[src/design/kcel_pkg.sv]
// Types, codes and helpers shared by the keypad lock modules.
`default_nettype none

package kcel_pkg;

  localparam int CodeLength = 4;
  localparam int CntW       = $clog2(CodeLength + 1);
  localparam int IdxW       = (CodeLength > 1) ? $clog2(CodeLength) : 1;

  localparam logic [1:0] StIgnored  = 2'd0;
  localparam logic [1:0] StAccepted = 2'd1;
  localparam logic [1:0] StUnlock   = 2'd2;
  localparam logic [1:0] StBad      = 2'd3;

  localparam logic [1:0] CfgDoorCode   = 2'd0;
  localparam logic [1:0] CfgDebounceMs = 2'd1;
  localparam logic [1:0] CfgKeypadId   = 2'd2;

  localparam logic [7:0] KeyStar  = 8'h2A;
  localparam logic [7:0] KeyDel   = 8'h44;
  localparam logic [7:0] KeyClear = 8'h43;
  localparam logic [7:0] KeyHash  = 8'h23;
  localparam logic [7:0] KeyZero  = 8'h30;
  localparam logic [7:0] KeyNine  = 8'h39;

  localparam logic [31:0] DoorCodeRst   = 32'd1094861636;
  localparam logic [15:0] DebounceMsRst = 16'd30;
  localparam logic [7:0]  KeypadIdRst   = 8'd0;

  typedef struct packed {
    logic [31:0] now_ms;
    logic [7:0]  key_char;
  } kcel_item_t;

  typedef struct packed {
    logic [7:0]      source_id;
    logic [31:0]     event_time;
    logic [CntW-1:0] entered_count;
    logic [1:0]      status;
  } kcel_res_t;

  localparam int InW  = $bits(kcel_item_t);
  localparam int ResW = $bits(kcel_res_t);
  localparam int OutW = ((ResW + 7) / 8) * 8;

  function automatic logic [7:0] code_char(input logic [31:0] code, input int unsigned pos);
    logic [7:0] ch;
    ch = 8'd0;
    if (pos < 4) begin
      ch = code[(31 - 8 * pos) -: 8];
    end
    return ch;
  endfunction

endpackage

`default_nettype wire

[src/design/kcel_in_reg.sv]
// Input register stage for key press transactions.
`default_nettype none

module kcel_in_reg
  import kcel_pkg::*;
(
  input  wire logic       clk,
  input  wire logic       rst_n,
  input  wire logic       in_valid,
  output logic            in_ready,
  input  wire kcel_item_t in_item,
  input  wire logic       take,
  output logic            s_valid,
  output kcel_item_t      s_item
);

  logic       valid_r;
  logic       valid_nxt;
  kcel_item_t item_r;
  logic       load;

  assign in_ready  = rst_n && (!valid_r || take);
  assign load      = in_valid && in_ready;
  assign valid_nxt = load || (valid_r && !take);

  always_ff @(posedge clk) begin
    if (!rst_n) begin
      valid_r <= 1'b0;
    end else begin
      valid_r <= valid_nxt;
    end
  end

  always_ff @(posedge clk) begin
    if (load) begin
      item_r <= in_item;
    end
  end

  assign s_valid = valid_r;
  assign s_item  = item_r;

endmodule

`default_nettype wire

[src/design/kcel_entry.sv]
// Code entry state, debounce check, settings and result computation.
`default_nettype none

module kcel_entry
  import kcel_pkg::*;
(
  input  wire logic        clk,
  input  wire logic        rst_n,
  input  wire logic        cfg_we,
  input  wire logic [1:0]  cfg_index,
  input  wire logic [31:0] cfg_wdata,
  input  wire logic        fire,
  input  wire kcel_item_t  item,
  output kcel_res_t        res
);

  logic [31:0]     door_code_r;
  logic [15:0]     debounce_ms_r;
  logic [7:0]      keypad_id_r;
  logic [7:0]      digit_store_r [CodeLength];
  logic [CntW-1:0] digit_count_r;
  logic [CntW-1:0] digit_count_nxt;
  logic [31:0]     last_press_r;
  logic [31:0]     last_press_nxt;
  logic [31:0]     delta;
  logic            ignored;
  logic            match;
  logic            wr_digit;
  logic [1:0]      status;
  logic            is_event;

  always_ff @(posedge clk) begin
    if (!rst_n) begin
      door_code_r   <= DoorCodeRst;
      debounce_ms_r <= DebounceMsRst;
      keypad_id_r   <= KeypadIdRst;
    end else if (cfg_we) begin
      case (cfg_index)
        CfgDoorCode:   door_code_r   <= cfg_wdata;
        CfgDebounceMs: debounce_ms_r <= cfg_wdata[15:0];
        CfgKeypadId:   keypad_id_r   <= cfg_wdata[7:0];
        default: ;
      endcase
    end
  end

  always_comb begin
    match = (digit_count_r == CntW'(CodeLength));
    for (int i = 0; i < CodeLength; i++) begin
      if (digit_store_r[i] != code_char(door_code_r, i)) begin
        match = 1'b0;
      end
    end
  end

  assign delta   = item.now_ms - last_press_r;
  assign ignored = delta < {16'd0, debounce_ms_r};

  always_comb begin
    digit_count_nxt = digit_count_r;
    last_press_nxt  = last_press_r;
    status          = StAccepted;
    wr_digit        = 1'b0;
    if (ignored) begin
      status = StIgnored;
    end else begin
      last_press_nxt = item.now_ms;
      case (item.key_char) inside
        KeyStar, KeyDel: begin
          if (digit_count_r != '0) begin
            digit_count_nxt = digit_count_r - CntW'(1);
          end
        end
        KeyClear: begin
          digit_count_nxt = '0;
        end
        [KeyZero:KeyNine]: begin
          if (digit_count_r < CntW'(CodeLength)) begin
            wr_digit        = 1'b1;
            digit_count_nxt = digit_count_r + CntW'(1);
          end
        end
        KeyHash: begin
          status          = match ? StUnlock : StBad;
          digit_count_nxt = '0;
        end
        default: ;
      endcase
    end
  end

  always_ff @(posedge clk) begin
    if (!rst_n) begin
      digit_count_r <= '0;
      last_press_r  <= '0;
    end else if (fire) begin
      digit_count_r <= digit_count_nxt;
      last_press_r  <= last_press_nxt;
    end
  end

  always_ff @(posedge clk) begin
    if (fire && wr_digit) begin
      digit_store_r[digit_count_r[IdxW-1:0]] <= item.key_char;
    end
  end

  assign is_event = (status == StUnlock) || (status == StBad);

  always_comb begin
    res.status        = status;
    res.entered_count = digit_count_nxt;
    res.event_time    = is_event ? item.now_ms : 32'd0;
    res.source_id     = is_event ? keypad_id_r : 8'd0;
  end

endmodule

`default_nettype wire

[src/design/kcel_out_reg.sv]
// Result register stage for every press result.
`default_nettype none

module kcel_out_reg
  import kcel_pkg::*;
(
  input  wire logic      clk,
  input  wire logic      rst_n,
  input  wire logic      s_valid,
  input  wire kcel_res_t s_res,
  output logic           can_take,
  output logic           out_valid,
  input  wire logic      out_ready,
  output kcel_res_t      out_res
);

  logic      valid_r;
  logic      valid_nxt;
  kcel_res_t res_r;
  logic      load;

  assign can_take  = !valid_r || out_ready;
  assign load      = s_valid && can_take;
  assign valid_nxt = load || (valid_r && !out_ready);

  always_ff @(posedge clk) begin
    if (!rst_n) begin
      valid_r <= 1'b0;
    end else begin
      valid_r <= valid_nxt;
    end
  end

  always_ff @(posedge clk) begin
    if (load) begin
      res_r <= s_res;
    end
  end

  assign out_valid = valid_r;
  assign out_res   = res_r;

endmodule

`default_nettype wire

[src/design/keypad_code_entry_lock.sv]
// Top level of the keypad code entry lock.
//
//   channel | direction | payload
//   in_     | slave     | key press: key_char, now_ms
//   out_    | master    | result: status, entered_count, event_time, source_id
//   cfg_    | write     | door_code, debounce_ms, keypad_id
//
// One press per cycle sustained when the output is not stalled; a press passes
// the input register and then the result register before it shows up as a result.
// The per-press update of digit count, digit store and last press time is
// combinational logic between the input register and the result register.
// Synchronous active-low reset clears the entry, the last press time, both
// stage valids and loads the register defaults; the digit store is not reset.
// A stalled output holds the result and backs up into the input register.
`default_nettype none

module keypad_code_entry_lock
  import kcel_pkg::*;
(
  input  wire logic            clk,
  input  wire logic            rst_n,
  input  wire logic            in_tvalid,
  output logic                 in_tready,
  input  wire logic [InW-1:0]  in_tdata,   // key_char[7:0], now_ms[39:8]
  output logic                 out_tvalid,
  input  wire logic            out_tready,
  output logic [OutW-1:0]      out_tdata,  // status[1:0], entered_count[4:2],
                                           // event_time[36:5], source_id[44:37]
  input  wire logic            cfg_we,
  input  wire logic [1:0]      cfg_index,
  input  wire logic [31:0]     cfg_wdata
);

  kcel_item_t s_item;
  kcel_res_t  calc_res;
  kcel_res_t  out_res;
  logic       s_valid;
  logic       can_take;
  logic       fire;

  assign fire = s_valid && can_take;

  kcel_in_reg u_in_reg (
    .clk      (clk),
    .rst_n    (rst_n),
    .in_valid (in_tvalid),
    .in_ready (in_tready),
    .in_item  (kcel_item_t'(in_tdata)),
    .take     (fire),
    .s_valid  (s_valid),
    .s_item   (s_item)
  );

  kcel_entry u_entry (
    .clk       (clk),
    .rst_n     (rst_n),
    .cfg_we    (cfg_we),
    .cfg_index (cfg_index),
    .cfg_wdata (cfg_wdata),
    .fire      (fire),
    .item      (s_item),
    .res       (calc_res)
  );

  kcel_out_reg u_out_reg (
    .clk       (clk),
    .rst_n     (rst_n),
    .s_valid   (s_valid),
    .s_res     (calc_res),
    .can_take  (can_take),
    .out_valid (out_tvalid),
    .out_ready (out_tready),
    .out_res   (out_res)
  );

  assign out_tdata = {(OutW - ResW)'(0), out_res};

endmodule

`default_nettype wire

[config.mk]
export PLATFORM = sky130hd
export DESIGN_NAME = keypad_code_entry_lock
export DESIGN_NICKNAME = d
export VERILOG_FILES = /design/src/design/kcel_pkg.sv /design/src/design/kcel_in_reg.sv /design/src/design/kcel_entry.sv /design/src/design/kcel_out_reg.sv /design/src/design/keypad_code_entry_lock.sv
export SDC_FILE = /design/constraint.sdc
export NUM_CORES = 1
export LEC_CHECK = 0
export BUFFER_PORTS_ARGS = -buffer_cell sky130_fd_sc_hd__buf_2
export CAP_MARGIN = 20
export CORE_ASPECT_RATIO = 1.4
export CORE_UTILIZATION = 55
export CTS_CLUSTER_DIAMETER = 150
export DETAILED_ROUTE_END_ITERATION = 6
export PLACE_DENSITY = 0.73
export SETUP_SLACK_MARGIN = 0.1
export SKIP_CTS_REPAIR_TIMING = 1
export SYNTH_ARGS = -nofsm -noshare
export SYNTH_HDL_FRONTEND = slang
export SYNTH_SLANG_ARGS = --single-unit
[constraint.sdc]
create_clock -name clk -period 13.2 [get_ports clk]
set_clock_uncertainty 0.15 [all_clocks]
set_input_delay 1.32 -clock clk [delete_from_list [all_inputs] [get_ports clk]]
set_output_delay 1.32 -clock clk [all_outputs]
set_load 0.1 [all_outputs]
==> summary.md, run 1 <==
| Metric | Value |
|---|---|
| H-tree levels | `1` |
| Final hold viol count | `0` |
| Die Wd | `120 µm` |
| RSZ-0062 raised after global routing | `false` |
| Area growth syn-to-layout | `12.9%` |
| Worst vdd ir | `0.111 mV` |
| CTS Buffer Depth | `3` |
| DR WL/cell | `17.0 µm` |
| Final Total Pwr | `1540 µW` |
| Synth Register Bits | `210` |
| Yosys top cell by area | `edfxtp_1` |
| Status | `finished clean` |
| Initial Util | `0.559` |
| Final setup TNS | `0 ps` |
| Max transition margin | `0.461` |
| Initial antenna violation count | `0` |
| CP max stage delay | `660 ps` |
| Worst Hold Class | `reg -> reg` |
| Wirelength, routed | `24200 µm` |
| Detailed Place HPWL | `17500 µm` |
| WS Path Type | `reg -> reg` |
| TritonCTS Sinks | `210` |
| Fill cells | `1604` |
| Gpl congestion | `0.891` |
| Drc violations | `0` |
| Post-synth EDFFs | `117` |
| Largest net degree at the start of global routing | `78` |
| Final Critical Period | `5250 ps` |
| Crit-path slowest cell | `nor2_8` |
| Pre-antenna DRT Iters | `5` |
| Mapped Cells | `1059` |
| Final worst-path cycle share | `0.397` |
| Final slew viol count | `0` |
| Post-synth top flop | `edfxtp_1` |
| Syn_area_per_cell | `10.1 µm²` |
| DR vias | `7857` |
| Worst setup SP type | `flop` |
| Post-route ant nets | `0` |
| Fmax | `191 MHz` |
| Most used cell, CP | `o21ai_0` |
| Share of layout cells above drive strength 1 | `0.164` |
| Post-Syn Area | `0.0107 mm²` |
| Slew @ Worst Pin | `809 ps` |
| # port buffers | `125` |
| Vias in the first global route | `7678` |
| Clock buffer count from CTS | `21` |
| Crit-path cells | `inv_1, ha_1, fa_1, nand2b_1, a21oi_1, nor2_1, o21ai_0, a31oi_1, xnor2_1, ha_1, and4_1, o21ai_0, a311o_1, o21ai_0, nor4_1, nand4b_1, nor4_2, o2111a_4, nor2_8, and3_1` |
| CP Max Fanout | `37` |
| Synth top area share | `0.328` |
| CP Buf/Inv Count | `1` |
| Asr flop ratio synth | `0` |
| Die ar. | `0.0200 mm²` |
| CP required | `13220 ps` |
| Yosys warning count | `0` |
| Die H | `167 µm` |
| Post-synthesis sequential area ratio | `0.502` |
| Max-cap viol count | `0` |
| Nets@finish | `1291` |
| CP endpoint kind | `flop` |
| Overall Global Routing Usage | `0.245` |
| Core ar. | `0.0191 mm²` |
| Clock insertion delay at the later pin of the skew report | `500 ps` |
| Vias/cell | `5.52` |
| CP delay by family, top | `simple AND/OR/NAND/NOR gates` |
| Total grt overflow | `0` |
| Cell area power density | `127 mW/mm²` |
| N_diodes | `0` |
| First-pass GRT wire length | `38700 µm` |
| Clock tree from TritonCTS | `done` |
| Iter 0 DRT Violations | `467` |
| Leak | `0.00459 µW` |
| Critical path arrival | `5260 ps` |
| FP Rows | `60` |
| Root Buffer | `clkbuf_16` |
| Synth unique cells | `73` |
| Final number of setup-violating endpoints | `0` |
| Top-Level Pins | `129` |
| Ranking of synthesized cells by area | `edfxtp_1 33%, dfxtp_1 17%, nand2_1 6.9%, ha_1 6.0%, mux2i_1 4.2%` |
| CTS clk-pin slew, worst paths | `70 ps` |
## path summary, 6_finish.rpt
kind                                                from                           to  slack, ps  cells past startpoint
worst max-delay path                  u_in_reg.s_item[8]  u_entry.digit_store_r[0][2]       7950                     20
worst max register to register        u_in_reg.s_item[8]  u_entry.digit_store_r[0][2]       7950                     20
worst min register to register  u_entry.last_press_r[23]     u_entry.last_press_r[23]        300                      2
worst min-delay path            u_entry.last_press_r[23]     u_entry.last_press_r[23]        300                      2
## area by class of cell
class / instances / area (µm²) / area share
flip-flops and latches: 210 / 5380 / 0.445
repair buffers: 130 / 691 / 0.0572
clock inverters: 15 / 98.8 / 0.00818
inverters: 57 / 214 / 0.0177
well taps: 248 / 310 / 0.0257
multi-input cells: 740 / 4850 / 0.401
clock buffers: 23 / 543 / 0.0450
## cell families (layout without fill, tap and decap cells)
group                    Yosys count  count (layout)  share of synthesized area
AND/OR/NAND/NOR                  400             400                      0.184
other                              1               3                   0.000351
AO/OA/AOI/OAI                    189             189                      0.121
adder cells (fa/ha/maj)           52              52                     0.0615
XOR/XNOR                          47              47                     0.0385
multiplexers                      49              49                     0.0463
flip-flops                       210             210                      0.502
buffers and inverters            111             225                     0.0456
## placed cells by master, fill, tap and decap left out, types with 4 or more instances in the layout
master,synthesis,layout
and2_1,35,34
xnor2_1,38,38
a21o_1,11,11
nor3_1,14,14
edfxtp_1,117,117
a21boi_0,38,38
nor3b_1,5,4
clkinv_1,0,6
a21oi_1,39,39
inv_1,57,56
dfxtp_1,93,93
ha_1,51,51
xor2_1,9,9
buf_4,5,4
o21ai_1,6,6
or3_1,5,5
nand4_1,19,19
nand2_1,198,198
nor2b_1,17,17
a211o_1,4,4
and3_1,5,5
nand3_1,21,21
o21ai_0,27,27
nor2_1,40,40
mux2i_1,45,45
o21a_1,10,10
nand2b_1,6,6
a211oi_1,5,5
clkbuf_16,0,21
buf_2,12,124
and2_4,10,10
o211ai_1,15,15
clkinv_2,0,6
o2111ai_1,5,5
## where the power goes
group / switching [µW] / leakage, µW / internal, µW
logic: 167 / 0.00245 / 78.9
clock network: 242 / 0.000319 / 316
registers: 15.6 / 0.00182 / 715
## metrics by stage
stage / worst slack, ps / cell area [µm²] / hold WS, ps / util / cells
finish: 7950 / 12100 / 303 / 0.631 / 1423
global route: 7450 / 12100 / 325 / 0.631 / 1423
CTS: 7880 / 12000 / 308 / 0.629 / 1421
detailed placement: 7910 / 11400 / 299 / 0.595 / 1383
global placement: 8080 / 11400 / 292 / 0.595 / 1383
floorplan: 7620 / 10700 / 285 / - / 1061
## registers in the layout (all words and copies together), names as in the netlist, 3 cells and up
name,cells
u_out_reg.out_res,45
u_in_reg.s_item,40
u_entry.digit_count_r,3
u_entry.door_code_r,32
u_entry.digit_store_r,32
u_entry.keypad_id_r,8
u_entry.last_press_r,32
u_entry.debounce_ms_r,16
## Yosys cell counts, types with 6 or more instances
master	number
a21boi_0	38
a21o_1	11
a21oi_1	39
and2_1	35
and2_4	10
buf_2	12
clkbuf_1	32
dfxtp_1	93
edfxtp_1	117
ha_1	51
inv_1	57
mux2i_1	45
nand2_1	198
nand2b_1	6
nand3_1	21
nand4_1	19
nor2_1	40
nor2b_1	17
nor3_1	14
o211ai_1	15
o21a_1	10
o21ai_0	27
o21ai_1	6
xnor2_1	38
xor2_1	9
## worst register-to-register path: stages, from the launching register on
cell and delay, ps:
edfxtp_1 350, inv_1 70, ha_1 240, fa_1 400
nand2b_1 180, a21oi_1 210, nor2_1 100, o21ai_0 260
a31oi_1 140, xnor2_1 140, ha_1 290, and4_1 200
o21ai_0 80, a311o_1 320, o21ai_0 80, nor4_1 70
nand4b_1 150, nor4_2 70, o2111a_4 240, nor2_8 660
and3_1 500
## per-layer routing
layer	wire (µm)	global-route usage	vias up
li1	-	-	3907
met1	9580	0.280	3715
met2	12900	0.456	182
met3	844	0.0295	53
met4	824	0.0989	0
met5	0	0	-
Power figures use the tool's default switching activity.
==> run 2: changes to the inputs <==
- ABC_AREA: default -> 1
- clock period: 13.2 -> 5.05 ns (I/O delays scaled with it)
==> run 2 against run 1 <==
- combinational power grew to 2.8 times the previous value
- non-clock buffer count is 2 higher
- final area is 3.9% higher
- first-iteration DRC count increased by 22%
- worst hold slack lost 280 ps
- synthesized cell count grew 31%
- critical path depth decreased by 4
- power increased to 2.8 times the previous value
- largest power group unchanged
==> summary.md, run 2 <==
| Metric | Value |
|---|---|
| Status | `finished clean` |
| Worst Hold Class | `in -> reg` |
| RSZ-0062 raised after global routing | `false` |
| Worst vdd ir | `0.289 mV (+160%)` |
| Final worst-path cycle share | `0.785 (+0.387)` |
| Top-Level Pins | `129 (unchanged)` |
| Leak | `0.00609 µW (+33%)` |
| Synth unique cells | `40 (-45%)` |
| Post-synthesis sequential area ratio | `0.490 (-0.0124)` |
| Detailed Place HPWL | `18800 µm (+7.4%)` |
| Top-count cell post-synth | `nand2_1` |
| Max reg flops | `45 (unchanged)` |
| Die H | `169 µm (+1.2%)` |
| Asr flop ratio synth | `0 (unchanged)` |
| Slew @ Worst Pin | `981 ps (+172 ps)` |
| Critical path arrival | `3940 ps (-1320 ps)` |
| Worst setup SP type | `flop` |
| Initial antenna violation count | `0 (unchanged)` |
| Fill cells | `1764 (+10%)` |
| Clock tree from TritonCTS | `done` |
| Post-route ant nets | `0 (unchanged)` |
| CTS clk-pin slew, worst paths | `60 ps (about the same)` |
| Overall Global Routing Usage | `0.251 (+0.00541)` |
| Syn_area_per_cell | `7.93 µm² (-22%)` |
| Final number of setup-violating endpoints | `0 (unchanged)` |
| CP endpoint kind | `flop` |
| Sw power | `1160 µW (+170%)` |
| Die ar. | `0.0205 mm² (+2.5%)` |
| Clock insertion delay at the later pin of the skew report | `500 ps (about the same)` |
| Vias/cell | `5.06 (-8.3%)` |
| Iter 0 DRT Violations | `572 (+22%)` |
| Largest net degree at the start of global routing | `93 (+19%)` |
| Worst hold slack | `25.8 ps (-277 ps)` |
| FF+latch area | `0.00538 mm² (unchanged)` |
| Pre-antenna DRT Iters | `5 (unchanged)` |
| Final Critical Period | `3960 ps (-1280 ps)` |
| FP Rows | `60 (unchanged)` |
| Final slew viol count | `0 (unchanged)` |
| Dpl cells | `1725 (+25%)` |
| Final setup TNS | `0 ps (unchanged)` |
| Yosys warning count | `0 (unchanged)` |
| Wirelength, routed | `25300 µm (+4.8%)` |
| Nets@finish | `1632 (+26%)` |
| Initial Util | `0.566 (+0.00752)` |
| CP Max Fanout | `8 (-78%)` |
| CP required | `5030 ps (-8190 ps)` |
| # port buffers | `125 (unchanged)` |
| Comb pwr share | `0.162 (+0.002)` |
| Final hold viol count | `0 (unchanged)` |
| Reg power frac | `0.449 (-0.027)` |
| Fin cells | `1765 (+24%)` |
| Sw frac | `0.273 (-0.00460)` |
| Yosys top cell by area | `edfxtp_1` |
| DR vias | `8936 (+14%)` |
| Mapped Cells | `1384 (+31%)` |
| Drc violations | `0 (unchanged)` |
| Max transition margin | `0.345 (-0.116)` |
| Post-Syn Area | `0.0110 mm² (+2.5%)` |
| First-pass GRT wire length | `40700 µm (+5.2%)` |
| Internal | `3100 µW (+180%)` |
| Root Buffer | `clkbuf_16` |
| WS Path Type | `reg -> reg` |
| Gpl congestion | `0.916 (+2.8%)` |
| Post-synth top flop | `edfxtp_1` |
| Clock buffer count from CTS | `22 (+4.8%)` |
| Area growth syn-to-layout | `14.4%` |
| Fmax | `252 MHz (+32%)` |
| N_diodes | `0 (unchanged)` |
| Synth Register Bits | `210 (unchanged)` |
| Synth top area share | `0.320 (-0.00813)` |
| Share of layout cells above drive strength 1 | `0.123 (-0.0416)` |
| Max-cap viol count | `0 (unchanged)` |
| Most frequent cells in the layout | `325 x nand2_1, 242 x inv_1, 184 x nor2_1, 125 x buf_2, 117 x edfxtp_1` |
| Commonest cells post-synth | `325 x nand2_1, 242 x inv_1, 185 x nor2_1` |
| TritonCTS Sinks | `210 (unchanged)` |
| Cell area power density | `340 mW/mm² (+170%)` |
| Core ar. | `0.0194 mm² (+1.2%)` |
| Die Wd | `121 µm (+1.2%)` |
| Area used by multi-input combinational logic | `0.00450 mm² (-7.1%)` |
| Vias in the first global route | `8618 (+12%)` |
| DR WL/cell | `14.4 µm (-16%)` |
| Commonest non-fill, non-tap cell in the layout | `nand2_1` |
| Ranking of synthesized cells by area | `edfxtp_1 32%, dfxtp_1 17%, nand2_1 11%, inv_1 8.3%, nor2_1 6.3%` |
| H-tree levels | `1 (unchanged)` |
| Total grt overflow | `0 (unchanged)` |
| CTS Buffer Depth | `3 (unchanged)` |
| Clock share of power | `0.388 (+0.024)` |
| Post-synth EDFFs | `117 (unchanged)` |
==> run 2: changes by cell type after synthesis, moves of 25 or more <==
cell | before | now
xor2_1 | 9 | 34
xnor2_1 | 38 | 10
nand3_1 | 21 | 75
and2_1 | 35 | 6
a21boi_0 | 38 | 0
nand2_1 | 198 | 325
nor2_1 | 40 | 185
mux2i_1 | 45 | 1
a21oi_1 | 39 | 91
inv_1 | 57 | 242
==> run 2: worst paths after layout <==
path / from / endpoint / slack, ps / cells after the start
max: u_in_reg.s_item[8] / u_entry.digit_store_r[3][1] / 1090 / 16
min: in_tdata[3] / u_in_reg.s_item[3] / 30 / 1
min reg2reg: u_entry.keypad_id_r[3] / u_entry.keypad_id_r[3] / 310 / 2
max reg2reg: u_in_reg.s_item[8] / u_entry.digit_store_r[3][1] / 1090 / 16
==> run 2: power groups by stage <==
stage / Combinational (µW) / Sequential, µW / Clock, µW
after floorplan: 451 / 2010 / 0
after global placement: 676 / 1950 / 0
after detailed placement: 688 / 1950 / 0
after CTS: 694 / 1910 / 1690
after global routing: 780 / 1920 / 1750
final: 691 / 1910 / 1650
==> run 2: worst max-delay path, stage by stage (launching register included) <==
cell	delay [ps]
edfxtp_1	330
inv_1	70
ha_1	240
fa_1	410
inv_1	110
nand3_1	70
nand3_1	150
nand2_1	70
nand3b_1	230
xor2_1	150
ha_1	290
nand4_1	110
o221ai_1	210
a21oi_1	110
nand3_2	120
nand4_1	190
nor2_1	580
==> run 2: logic make-up after synthesis <==
family / Yosys count / synth area share
DFF: 210 / 0.490
adders and majority gates: 52 / 0.0600
and+or+nand+nor: 632 / 0.236
muxes: 1 / 0.000913
buffers and inverters: 288 / 0.102
other: 1 / 0.000342
xor gates and xnor gates: 44 / 0.0351
AOI/OAI and AO/OA: 156 / 0.0753
==> run 2: layout make-up <==
cell class,count,area share
flip-flops and latches,210,0.428
clock buffers,29,0.0511
inverters,247,0.0739
repair buffers,132,0.0540
multi-input cells,888,0.359
clock inverters,11,0.00907
well taps,248,0.0247
==> run 2: layer usage <==
layer	GRT usage	vias to the layer above	share of wire
li1	-	4598	-
met3	0.0313	64	0.039
met4	0.107	0	0.040
met2	0.454	206	0.51
met1	0.294	4068	0.42
met5	0	-	0
==> run 2: stage by stage <==
stage                      util  cell area [µm²]  worst slack [ps]  power [µW]
after global placement    0.609            11800              1180        2620
final                     0.648            12500              1090        4260
after global routing      0.648            12500               857        4450
after CTS                 0.648            12500              1070        4290
after detailed placement  0.609            11800              1110        2640
after floorplan               -            11000              1650        2460
==> run 3: changes to the inputs <==
- clock period: 5.05 -> 4.15 ns (I/O delays scaled with it)
==> run 3 against run 2 <==
- the flow now finishes with violations (hold timing)
- via count rose by 1.6%
- highest routed layer unchanged
- register-to-register slack got worse by 590 ps
- worst setup slack got worse by 590 ps
- sequential power rose by 22%
- critical path depth up 2
- clock-buffer cell count is the same
==> summary.md, run 3 (synthesis gave the netlist of run 2 again) <==
| Metric | Value |
|---|---|
| Core ar. | `0.0194 mm² (unchanged)` |
| Leak | `0.00631 µW (+3.6%)` |
| Final setup TNS | `0 ps (unchanged)` |
| CP Buf/Inv Count | `3 (+1)` |
| Clock buffer count from CTS | `22 (unchanged)` |
| Initial antenna violation count | `0 (unchanged)` |
| Drc violations | `0 (unchanged)` |
| Die Wd | `121 µm (unchanged)` |
| Clock insertion delay at the later pin of the skew report | `510 ps (about the same)` |
| Crit-path slowest cell | `edfxtp_1` |
| Vias/cell | `5.00 (-1.3%)` |
| Share of layout cells above drive strength 1 | `0.123 (+0.000320)` |
| Final hold viol count | `5 (+5)` |
| Post-route ant nets | `0 (unchanged)` |
| Worst setup SP type | `flop` |
| DR vias | `9082 (+1.6%)` |
| Commonest non-fill, non-tap cell in the layout | `nand2_1` |
| N_diodes | `0 (unchanged)` |
| # port buffers | `125 (unchanged)` |
| Final worst-path cycle share | `0.881 (+0.0965)` |
| Crit-path cells | `ha_1, nand2_1, nand2_1, inv_1, nand2_1, inv_1, nand3_1, xor2_1, ha_1, a21oi_1, nor2_1, a211oi_1, o221ai_1, a21oi_1, nand3_2, buf_4, nor2_1, a21oi_1` |
| Final Critical Period | `3660 ps (-306 ps)` |
| Top-Level Pins | `129 (unchanged)` |
| Max transition margin | `0.317 (-0.0284)` |
| Max reg flops | `45 (unchanged)` |
| Max-cap viol count | `0 (unchanged)` |
| Fin cells | `1818 (+3.0%)` |
| CP endpoint kind | `flop` |
| Final number of setup-violating endpoints | `0 (unchanged)` |
| Die ar. | `0.0205 mm² (unchanged)` |
| Gpl congestion | `0.932 (+1.8%)` |
| Violated checks | `hold timing` |
| Final Total Pwr | `5080 µW (+19%)` |
| Slew @ Worst Pin | `1020 ps (+41.2 ps)` |
| Largest net degree at the start of global routing | `93 (unchanged)` |
| Initial Util | `0.566 (unchanged)` |
| FP Rows | `60 (unchanged)` |
| Area growth syn-to-layout | `18.7%` |
| CTS Buffer Depth | `3 (unchanged)` |
| Status | `finished, violations left` |
| CP Max Fanout | `37 (+29)` |
| Nets@finish | `1685 (+3.2%)` |
| Vias in the first global route | `8462 (-1.8%)` |
| Critical path arrival | `3740 ps (-200 ps)` |
| First-pass GRT wire length | `40500 µm (-0.30%)` |
| Final slew viol count | `0 (unchanged)` |
| Worst Hold Class | `in -> reg` |
| Wirelength, routed | `26100 µm (+2.8%)` |
| Overall Global Routing Usage | `0.251 (+0.000271)` |
| H-tree levels | `1 (unchanged)` |
| Detailed Place HPWL | `18900 µm (+0.44%)` |
| Met3 wire len | `942 µm (-3.5%)` |
| Metal2 WL | `13500 µm (+5.4%)` |
| CP required | `4240 ps (-790 ps)` |
| CP delay by family, top | `simple AND/OR/NAND/NOR gates` |
| Worst hold slack | `-13.5 ps (-39.3 ps)` |
| Pre-antenna DRT Iters | `5 (unchanged)` |
| Max Used Layer | `met4` |
| Iter 0 DRT Violations | `520 (-9.1%)` |
| Wire length on met1 | `10800 µm (+2.4%)` |
| Most frequent cells in the layout | `325 x nand2_1, 242 x inv_1, 184 x nor2_1, 125 x buf_2, 117 x edfxtp_1` |
| CP max stage delay | `400 ps (-180 ps)` |
| Die H | `169 µm (unchanged)` |
| Root Buffer | `clkbuf_16` |
| CTS clk-pin slew, worst paths | `60 ps (about the same)` |
| Dpl cells | `1731 (+0.35%)` |
| Total grt overflow | `0 (unchanged)` |
| Clock tree from TritonCTS | `done` |
| RSZ-0062 raised after global routing | `false` |
| TritonCTS Sinks | `210 (unchanged)` |
| Worst vdd ir | `0.367 mV (+27%)` |
| WS Path Type | `reg -> reg` |
| DR WL/cell | `14.3 µm (-0.18%)` |
| Cell area power density | `390 mW/mm² (+15%)` |
| Fmax | `273 MHz (+8.4%)` |
[run 3: cell types whose count changed in the layout (fill, tap and decap cells not counted)]
cell / before / now
clkbuf_1: 4 / 3
clkbuf_8: 0 / 2
buf_12: 0 / 1
inv_4: 0 / 1
clkinv_2: 2 / 5
dlygate4sd3_1: 0 / 47
clkbuf_16: 25 / 24
bufinv_16: 2 / 0
clkinv_4: 1 / 0
buf_4: 7 / 12
clkinvlp_4: 2 / 1
[run 3: cell type report]
type	instances	area (µm²)
Fill cell	1670	6350
Sequential cell	210	5380
Multi-Input combinational cell	888	4500
Timing Repair Buffer	185	1210
Inverter	247	927
Clock buffer	29	639
Tap cell	248	310
Clock inverter	11	58.8
[run 3: worst paths after layout]
| check | start | to | slack (ps) | cells past startpoint |
|---|---|---|---|---|
| max | u_in_reg.s_item[16] | u_out_reg.out_res[2] | 490 | 18 |
| min reg2reg | u_entry.keypad_id_r[5] | u_entry.keypad_id_r[5] | 310 | 2 |
| max reg2reg | u_in_reg.s_item[16] | u_out_reg.out_res[2] | 490 | 18 |
| min | cfg_wdata[18] | u_entry.door_code_r[18] | -10 | 3 |
[run 3: metal layers]
layer	track usage	vias up
li1	-	4717
met1	0.296	4103
met2	0.460	204
met3	0.0280	58
met4	0.0955	0
met5	0	-
[run 3: report_power, final]
part | switching, µW | leakage (µW) | internal [µW]
clock | 790 | 0.000347 | 1090
sequential | 49.6 | 0.00189 | 2280
combinational | 570 | 0.00407 | 305
[run 3: tightest hold or removal path: cells and delay by family]
| family | cells | cell delay [ps] |
|---|---|---|
| buf+inv | 1 | 70 |
| simple gates | 2 | 110 |
[run 3: stage by stage]
step | setup WS, ps | hold slack [ps] | utilization | cell area, µm²
floorplan | 763 | 280 | - | 11000
global placement | 473 | 292 | 0.612 | 11900
detailed placement | 493 | 304 | 0.612 | 11900
CTS | 471 | -86.9 | 0.648 | 12500
global route | 135 | 4.46 | 0.672 | 13000
finish | 492 | -13.5 | 0.672 | 13000
